File: config.mk
export PLATFORM = sky130hd
export DESIGN_NAME = oaht_ctrl
export DESIGN_NICKNAME = d
export VERILOG_FILES = /design/src/rtl/oaht_pkg.sv /design/src/rtl/oaht_ctrl.sv
export SDC_FILE = /design/constraint.sdc
export NUM_CORES = 1
export LEC_CHECK = 0
export BUFFER_PORTS_ARGS = -buffer_cell sky130_fd_sc_hd__buf_2
export CAP_MARGIN = 20
export CORE_AREA = 2 2 39 41
export DETAILED_ROUTE_END_ITERATION = 6
export DIE_AREA = 0 0 41 43
export GPL_ROUTABILITY_DRIVEN = 0
export GPL_TIMING_DRIVEN = 1
export PLACE_DENSITY = 0.53
export SETUP_SLACK_MARGIN = 0.02
export SLEW_MARGIN = 20
export SYNTH_ARGS = -nofsm -noshare
export SYNTH_HDL_FRONTEND = slang
export SYNTH_SLANG_ARGS = --single-unit
File: constraint.sdc
create_clock -name clk -period 1.4 [get_ports clk]
set_clock_uncertainty 0.05 [all_clocks]
set_input_delay 0.14 -clock clk [delete_from_list [all_inputs] [get_ports clk]]
set_output_delay 0.14 -clock clk [all_outputs]
set_load 0.01 [all_outputs]
File: src/rtl/oaht_pkg.sv
`timescale 1ns / 1ps
// ----------------------------------------------------------------------------
// oaht_pkg
// Shared constants and types for the open-addressing hash table.
// ----------------------------------------------------------------------------
package oaht_pkg;

	localparam int SLOTS_DEF  = 1024;
	localparam int PROBE_STEP = 331;
	localparam int KEY_W      = 32;
	localparam int VAL_W      = 64;
	localparam int CMD_W      = 1;
	localparam int STAT_W     = 2;
	localparam int IN_DATA_W  = 96;
	localparam int OUT_DATA_W = 72;

	typedef enum logic [STAT_W-1:0] {
		RESP_OK   = 2'd0,
		RESP_MISS = 2'd1,
		RESP_FULL = 2'd2,
		RESP_ZERO = 2'd3
	} resp_t;

	typedef enum logic [2:0] {
		S_CLEAR,
		S_IDLE,
		S_MOD,
		S_PROBE,
		S_CHECK
	} state_t;

	typedef struct packed {
		logic  clear;
		logic  load;
		logic  mod_step;
		logic  rd;
		logic  advance;
		logic  write;
		logic  done;
		resp_t resp;
	} ctrl_cmd_t;

	typedef struct packed {
		logic clear_last;
		logic mod_last;
		logic zero_key;
		logic insert;
		logic empty;
		logic match;
		logic probe_last;
		logic out_free;
	} dp_stat_t;

endpackage

File: src/rtl/oaht_ctrl.sv
`timescale 1ns / 1ps
// ----------------------------------------------------------------------------
// oaht_ctrl
// Sequencer: clearing pass, key reduction, probe read and check.
// ----------------------------------------------------------------------------
module oaht_ctrl import oaht_pkg::*; (
	input  logic      clk,
	input  logic      arst_n,
	input  logic      s_tvalid,
	output logic      s_tready,
	output ctrl_cmd_t cmd,
	input  dp_stat_t  stat
);

	state_t state_q;
	state_t state_d;

	always_ff @(posedge clk or negedge arst_n) begin
		if (!arst_n) begin
			state_q <= S_CLEAR;
		end else begin
			state_q <= state_d;
		end
	end

	always_comb begin
		state_d = state_q;
		case (state_q)
			S_CLEAR: begin
				if (stat.clear_last) begin
					state_d = S_IDLE;
				end
			end
			S_IDLE: begin
				if (s_tvalid) begin
					state_d = S_MOD;
				end
			end
			S_MOD: begin
				if (stat.zero_key) begin
					if (stat.out_free) begin
						state_d = S_IDLE;
					end
				end else if (stat.mod_last) begin
					state_d = S_PROBE;
				end
			end
			S_PROBE: begin
				state_d = S_CHECK;
			end
			S_CHECK: begin
				if (stat.insert) begin
					if (stat.empty || stat.probe_last) begin
						if (stat.out_free) begin
							state_d = S_IDLE;
						end
					end else begin
						state_d = S_PROBE;
					end
				end else begin
					if (stat.match || stat.empty || stat.probe_last) begin
						if (stat.out_free) begin
							state_d = S_IDLE;
						end
					end else begin
						state_d = S_PROBE;
					end
				end
			end
			default: begin
				state_d = S_CLEAR;
			end
		endcase
	end

	always_comb begin
		cmd      = '0;
		cmd.resp = RESP_OK;
		s_tready = 1'b0;
		case (state_q)
			S_CLEAR: begin
				cmd.clear = 1'b1;
			end
			S_IDLE: begin
				s_tready = 1'b1;
				cmd.load = s_tvalid;
			end
			S_MOD: begin
				if (stat.zero_key) begin
					cmd.resp = RESP_ZERO;
					cmd.done = stat.out_free;
				end else begin
					cmd.mod_step = 1'b1;
				end
			end
			S_PROBE: begin
				cmd.rd = 1'b1;
			end
			S_CHECK: begin
				if (stat.insert) begin
					if (stat.empty) begin
						cmd.resp  = RESP_OK;
						cmd.done  = stat.out_free;
						cmd.write = stat.out_free;
					end else if (stat.probe_last) begin
						cmd.resp = RESP_FULL;
						cmd.done = stat.out_free;
					end else begin
						cmd.advance = 1'b1;
					end
				end else begin
					if (stat.match) begin
						cmd.resp = RESP_OK;
						cmd.done = stat.out_free;
					end else if (stat.empty || stat.probe_last) begin
						cmd.resp = RESP_MISS;
						cmd.done = stat.out_free;
					end else begin
						cmd.advance = 1'b1;
					end
				end
			end
			default: begin
				cmd = '0;
			end
		endcase
	end

endmodule

==> results of run 1 <==
==> metal layers <==
layer,track usage (%),vias to the layer above
met3,6.28,0
li1,-,239
met5,0,-
met4,2.00,0
met1,20.7,217
met2,22.2,18
==> logic make-up (layout without fill, tap and decap cells) <==
kind of cell    after synthesis  in the layout
buf+inv                       6             43
simple gates                 22             22
compound gates               14             14
flops                         3              3
==> worst max path at each step <==
| stage | to | cells after the start | start | slack, ns |
|---|---|---|---|---|
| floorplan | cmd[0] | 4 | state_q[0] | 0.11 |
| global placement | cmd[2] | 4 | state_q[2] | 0.07 |
| detailed placement | cmd[0] | 4 | state_q[0] | 0.05 |
| CTS | cmd[0] | 4 | state_q[1] | -0.14 |
| global route | cmd[2] | 4 | state_q[0] | -0.20 |
| finish | cmd[2] | 4 | state_q[0] | -0.13 |
==> worst max-delay path: cells and delay by family, from the launching register on <==
kind                   cells  cell delay [ns]
DFF                        1             0.43
buffers and inverters      1             0.14
and+or+nand+nor            2             0.39
AOI/OAI and AO/OA          1             0.15
==> per-stage QoR <==
stage                     util (%)  std cells  setup TNS (ns)
after floorplan                  -         45               0
after global placement        35.2         83               0
after detailed placement      35.2         83               0
after CTS                     42.9         92          -0.633
after global routing          50.4         98           -1.10
final                         50.4         98          -0.396
==> placed cells by master, fill, tap and decap left out, drive strengths merged, types with 2 or more instances in the layout <==
master / count
a21oi: 3
and2: 2
buf: 35
clkbuf: 4
dfrtp: 3
inv: 3
nand2: 6
nand2b: 2
nor2: 3
nor3: 3
nor3b: 2
o21ai: 4
==> what timing repair did <==
item | CTS | global route
endpoints found under the hold margin | 3 | 0
hold buffers | 1 | 0
pin swaps | 7 | 8
endpoints found under the setup margin | 8 | 11
gates resized for setup | 10 | 13
setup buffers | 4 | 7
==> power by group through the flow <==
| stage | registers (mW) | logic [mW] | clock network, mW |
|---|---|---|---|
| floorplan | 0.148 | 0.453 | 0 |
| global placement | 0.164 | 0.619 | 0 |
| detailed placement | 0.164 | 0.619 | 0 |
| CTS | 0.178 | 0.774 | 0.158 |
| global route | 0.203 | 1.12 | 0.167 |
| finish | 0.196 | 1.03 | 0.149 |
==> layout make-up <==
type	instances	area [µm²]	share of cell area, %
Clock buffer	4	26.3	3.77
Inverter	3	11.3	1.62
Multi-Input combinational cell	36	297	42.5
Sequential cell	3	77.6	11.1
Tap cell	16	20.0	2.87
Timing Repair Buffer	36	265	38.1
==> flow_summary.ini, run 1 <==
[status]
outcome = finished, violations left
violations = negative setup slack

[placement]
dp_hpwl_um = 821
pre_cts_ws_ns = 0.0451
port_buffers = 20
placed_cell_area_um2 = 487

[sta]
slew_headroom_pct = 84.2
slew_viol_final = 0
max_freq_mhz = 654
holdWs_ns = 0.119
fin_ws_ns = -0.130
fin_crit_sh_pct = 109
finalCriticalPeriod_ns = 1.53
finalHoldViolations = 0
rsz0062_at_grt = true
setup-violations-final = 6
tightestPinTransition_ns = 0.234

[routing]
drt_iter0_drc = 6
vias_per_cell = 4.84
drt-pass1-iter-count = 6
drcViolationCount = 0
wl_met2_um = 611
wl_um = 1200
wl_met3_um = 64
wl_per_cell_um = 12.3
vias = 474
met1Wirelength_um = 528
postRouteAntennaNets = 0
top_layer = met3

[global_route]
grt_pass1_wl_um = 1840
grt_pass1_vias = 442
antenna_found_initial = 0
grt_remaining_overflow = 0
grt_max_degree = 9
track_usage_pct = 15.1

[pwr]
clock_power_share_pct = 10.9
total_power_mw = 1.37
switching_power_mw = 0.536
combinationalPowerShare_pct = 74.9
p_per_area_nw_per_um2 = 1970
p_int_mw = 0.837
p_sw_share_pct = 39.1
p_leak_nw = 0.347
sequentialPowerShare_pct = 14.3
peakVddDrop_uv = 902

[clocking]
clock-sinks = 3
cts_tree = yes
clkLatencyLatePin_ns = 0.23
cts_root_buf = clkbuf_4
numCtsBuffers = 3
clock_path_buffers = 2
h-tree-depth = 1
clk_pin_slew_ns = 0.03

[critical_path]
r2r_cells = 5
worstPathCellList = nor3b_2 -> nand2_2 -> a21oi_1 -> buf_2
critPathMaxStageDelay_ns = 0.43
start_kind = flop
path_max_fanout = 3
cp.arrival_ns = 1.34
reg2reg_to = state_q[1]
endpoint_kind = output pin
crit_slowest_cell = dfrtp_2
r2r_slack_ns = 0
rr_startpoint = state_q[2]
crit_type = flop to output pin
worstPathRequired_ns = 1.21

[worst_hold_path]
whs_endpoint = state_q[2]
hold_path_depth = 2
min_from = stat[0]
hp-class = input pin to flop

[synthesis]
ys.flop_type = dfrtp_1
synth_top_area_share_pct = 20.9
synth.most_common_cell = nand2_1
yosysWarnings = 0
yosysTopAreaCell = dfrtp_1
ys_types = 28
synthAdderAreaFrac_pct = 0
syn-num-nets = 56
syn_avg_cell_area_um2 = 7.98
netlist_instances = 45
synth_mux_area_share_pct = 0
synthArstFlopShare_pct = 100
synth_edf_count = 0
ys_seq_elements = 3
synth-simple-area-share_pct = 37.3
synth_area_leaders = dfrtp_1 (21%), nor3b_2 (7.0%), buf_6 (6.3%)
synth_xor_xnor_area_share_pct = 0
synth_compound_area_share_pct = 30.3
ys_top_cells_by_count = nand2_1 (6), dfrtp_1 (3), nor3_1 (3)
syn_area_um2 = 359
ys_seq_area_share_pct = 20.9
synth_top_family_by_area = simple AND/OR/NAND/NOR gates

[layout]
n_antenna_cell = 0
fillCellCount = 132
largest_reg_flops = 3
reg_top3 = state_q x3
design_area_um2 = 697
top_register = state_q
final_nets = 94
syn_to_final_growth_pct = 94.1
drive_gt1_share_pct = 69.5

[floorplanning]
start_util_pct = 25.9
placementRows = 14
fp.coreArea_um2 = 1380
die_h_um = 43
die_w_um = 41
pin_count = 21
die_area_um2 = 1760

[flow_run]
max_cap_violations = 0
Power figures use the tool's default switching activity.
==> inputs of run 2 (changes only) <==
--- a/config.mk
+++ b/config.mk
@@ -14,6 +14,7 @@
 export GPL_TIMING_DRIVEN = 1
 export PLACE_DENSITY = 0.53
 export SETUP_SLACK_MARGIN = 0.02
+export SKIP_CTS_REPAIR_TIMING = 1
 export SLEW_MARGIN = 20
 export SYNTH_ARGS = -nofsm -noshare
 export SYNTH_HDL_FRONTEND = slang
==> run 2 against run 1 <==
  * The flow still finishes with violations (negative setup slack)
  * Clock power about the same
  * Hold slack improved by 0.0038 ns
  * Count of clock-buffer cells in the layout unchanged
  * Non-clock buffer count decreased by 9
  * Sequential share of layout area increased by 2.3 points
  * Maximum frequency increased by 0.14%
  * Power decreased by 22%
  * Via count decreased by 6.8%
  * Critical path depth unchanged
  * Setup slack improved by 0.0021 ns
==> flow_summary.ini, run 2 (synthesis results as in run 1) <==
[floorplanning]
die_w_um = 41
die_h_um = 43
placementRows = 14
die_area_um2 = 1760
pin_count = 21
start_util_pct = 25.9
fp.coreArea_um2 = 1380

[placement]
pre_cts_ws_ns = 0.0451
placed_cell_area_um2 = 487
dp_hpwl_um = 821
port_buffers = 20

[clocking]
clock-sinks = 3
h-tree-depth = 1
clock_path_buffers = 2
cts_root_buf = clkbuf_4
numCtsBuffers = 3
cts_tree = yes
clk_pin_slew_ns = 0.03
clkLatencyLatePin_ns = 0.23

[sta]
finalCriticalPeriod_ns = 1.53
fin_crit_sh_pct = 109
rsz0062_at_grt = true
setup-violations-final = 7
tightestPinTransition_ns = 0.237
slew_viol_final = 0
slew_headroom_pct = 84.0
holdWs_ns = 0.123
max_freq_mhz = 655
fin_ws_ns = -0.128
finalHoldViolations = 0

[layout]
reg_top3 = state_q x3
fillCellCount = 149
multi_input_comb_area_um2 = 274
most-common-layout-cells = buf_2 (20), nand2_1 (4)
layout_commonest_cell = buf_2
largest_reg_flops = 3
design_area_um2 = 576
seq_area_um2 = 77.6
drive_gt1_share_pct = 58.9
final_nets = 85
top_register = state_q
n_antenna_cell = 0
syn_to_final_growth_pct = 60.3

[routing]
postRouteAntennaNets = 0
drt_iter0_drc = 11
drt-pass1-iter-count = 4
vias_per_cell = 4.97
wl_um = 1050
wl_per_cell_um = 11.8
vias = 442
drcViolationCount = 0

[critical_path]
worstPathCellList = nor3b_4 -> nand2_2 -> a21oi_2 -> buf_2
start_kind = flop
endpoint_kind = output pin
path_max_fanout = 5
cp.arrival_ns = 1.34
worstPathRequired_ns = 1.21
crit_type = flop to output pin
critPathMaxStageDelay_ns = 0.45
crit_slowest_cell = dfrtp_2

[pwr]
sequentialPowerShare_pct = 18.6
p_sw_share_pct = 42.2
p_leak_nw = 0.285
clock_power_share_pct = 13.8
p_per_area_nw_per_um2 = 1860
switching_power_mw = 0.452
p_int_mw = 0.619
total_power_mw = 1.07
combinationalPowerShare_pct = 67.6
peakVddDrop_uv = 928

[status]
violations = negative setup slack
outcome = finished, violations left

[worst_hold_path]
hp-class = input pin to flop

[global_route]
track_usage_pct = 14.1
grt_remaining_overflow = 0
grt_pass1_vias = 418
grt_pass1_wl_um = 1730
antenna_found_initial = 0
grt_max_degree = 9

[flow_run]
max_cap_violations = 0
[run 2: power by group through the flow]
| stage | clock, mW | sequential, mW | combinational, mW |
|---|---|---|---|
| after floorplan | 0 | 0.148 | 0.453 |
| after global placement | 0 | 0.164 | 0.619 |
| after detailed placement | 0 | 0.164 | 0.619 |
| after CTS | 0.158 | 0.163 | 0.622 |
| after global routing | 0.167 | 0.205 | 0.813 |
| final | 0.148 | 0.199 | 0.725 |
[run 2: worst paths after layout]
check / from / slack (ns) / to / cells after the start
min in group asynchronous: arst_n / 0.19 / state_q[1] / 2
hold / removal: stat[0] / 0.12 / state_q[2] / 2
setup reg to reg: state_q[0] / -0.01 / state_q[1] / 6
setup / recovery: state_q[2] / -0.13 / cmd[2] / 4
max in group asynchronous: arst_n / 0.99 / state_q[2] / 2
hold reg to reg: state_q[0] / 0.70 / state_q[1] / 2
[run 2: through the flow]
step                TNS (ns)  cells  util, %
CTS                   -0.868     87     37.1
global route           -1.16     89     41.6
detailed placement         0     83     35.2
finish                -0.464     89     41.6
floorplan                  0     45        -
global placement           0     83     35.2
[run 2: per-layer routing]
metal	share of wire (%)	global-route usage [%]	vias up
met5	0	0	-
met2	47	19.7	24
met4	0	2.00	0
met1	45	20.1	200
met3	8.4	6.28	0
li1	-	-	218
[run 2: layout make-up]
type | instances | area share, %
Clock buffer | 4 | 4.57
Inverter | 3 | 1.96
Multi-Input combinational cell | 36 | 47.6
Sequential cell | 3 | 13.5
Tap cell | 16 | 3.48
Timing Repair Buffer | 27 | 28.9
[run 2: worst max-delay path, delay by kind of cell, from the launching register on]
family                 cells  cell delay [ns]
DFF                        1             0.45
buffers and inverters      1             0.13
AOI/OAI and AO/OA          1             0.13
and+or+nand+nor            2             0.40
==> inputs of run 3 (changes only) <==
==> constraint.sdc (replaced) <==
create_clock -name clk -period 1.5 [get_ports clk]
set_clock_uncertainty 0.05 [all_clocks]
set_input_delay 0.15 -clock clk [delete_from_list [all_inputs] [get_ports clk]]
set_output_delay 0.15 -clock clk [all_outputs]
set_load 0.01 [all_outputs]
==> run 3 against run 2 <==
  * The run still ends with negative setup slack left
  * Global-route usage decreased by 0.34 points
  * Design area shrank 2.0%
  * Via count fell by 1.6%
  * Clock power is essentially flat
  * Power is 8.6% lower
  * First-iteration DRC count increased by 9.1%
  * Die area did not move
==> flow_summary.ini, run 3 (synthesis results as in run 1) <==
[status]
outcome = finished, violations left
violations = negative setup slack

[critical_path]
path_max_fanout = 5
crit_type = flop to output pin
worstPathRequired_ns = 1.30
cp.arrival_ns = 1.38
start_kind = flop
endpoint_kind = output pin

[global_route]
grt_pass1_vias = 408
grt_max_degree = 9
track_usage_pct = 13.8
grt-busiest-layer = met2
met1_usage_pct = 17.7
antenna_found_initial = 0
met3_usage_pct = 1.57
grt_pass1_wl_um = 1640
grt_remaining_overflow = 0
grtUsageMet2_pct = 20.0

[sta]
holdWs_ns = 0.121
slew_viol_final = 0
finalHoldViolations = 0
finalCriticalPeriod_ns = 1.58
slew_headroom_pct = 83.4
setup-violations-final = 4
rsz0062_at_grt = true
max_freq_mhz = 635
fin_ws_ns = -0.0756
fin_crit_sh_pct = 105
tightestPinTransition_ns = 0.250

[routing]
postRouteAntennaNets = 0
wl_per_cell_um = 11.7
vias = 435
wl_um = 1030
drcViolationCount = 0
drt-pass1-iter-count = 4
vias_per_cell = 4.94
drt_iter0_drc = 12

[clocking]
clkLatencyLatePin_ns = 0.24
cts_tree = yes
clock-sinks = 3
clk_pin_slew_ns = 0.04
clock_path_buffers = 2
numCtsBuffers = 3
cts_root_buf = clkbuf_4
h-tree-depth = 1

[placement]
pre_cts_ws_ns = 0.129
port_buffers = 20
dp_hpwl_um = 793
place_inst = 81

[layout]
final_nets = 84
largest_reg_flops = 3
reg_top3 = state_q x3
syn_to_final_growth_pct = 57.1
most-common-layout-cells = buf_2 (20), nand2_1 (5), buf_4 (5)
top_register = state_q
drive_gt1_share_pct = 59.7
layout_commonest_cell = buf_2
fin_cells = 88
n_antenna_cell = 0

[floorplanning]
pin_count = 21
die_area_um2 = 1760
placementRows = 14
die_w_um = 41
die_h_um = 43
start_util_pct = 25.9
fp.coreArea_um2 = 1380

[worst_hold_path]
hp-class = input pin to flop

[pwr]
p_per_area_nw_per_um2 = 1740
peakVddDrop_uv = 490
p_leak_nw = 0.277

[flow_run]
max_cap_violations = 0
## run 3: metal layers
metal / up-vias / share of wire [%]
li1: 218 / -
met2: 18 / 48
met1: 197 / 44
met5: - / 0
met4: 0 / 2.2
met3: 2 / 5.9
## run 3: final cells by class
type / instances / area [µm²]
Fill cell: 155 / 820
Tap cell: 16 / 20.0
Multi-Input combinational cell: 36 / 280
Sequential cell: 3 / 78.8
Clock buffer: 4 / 26.3
Inverter: 3 / 11.3
Timing Repair Buffer: 26 / 148
## run 3: final timing paths
path	cells past startpoint	startpoint	slack [ns]	end
min in group asynchronous	2	arst_n	0.19	state_q[1]
hold reg to reg	2	state_q[0]	0.67	state_q[1]
max in group asynchronous	2	arst_n	1.08	state_q[2]
hold / removal	2	stat[0]	0.12	state_q[2]
setup reg to reg	5	state_q[1]	0.16	state_q[1]
setup / recovery	4	state_q[1]	-0.08	cmd[0]
## run 3: worst max-delay path, stage by stage (launching register included)
cell and delay (ns):
dfrtp_2 0.44, nor2_4 0.14, nand2_1 0.10, o41ai_2 0.27, buf_2 0.17
## run 3: through the flow
stage                     power (mW)  util, %  TNS (ns)  cell area, µm²
after floorplan                0.561        -         0             359
final                          0.980     40.8    -0.156             564
after detailed placement       0.693     34.1         0             472
after global routing            1.07     40.8    -0.526             564
after global placement         0.702     34.1         0             472
after CTS                      0.846     36.0    -0.464             498
## run 3: power breakdown
part / leakage (nW) / switching [mW] / internal (mW) / total, mW
clock: 0.0150 / 0.0479 / 0.100 / 0.148
combinational: 0.228 / 0.301 / 0.334 / 0.635
sequential: 0.0344 / 0.0720 / 0.125 / 0.197
total: 0.277 / 0.421 / 0.559 / 0.980
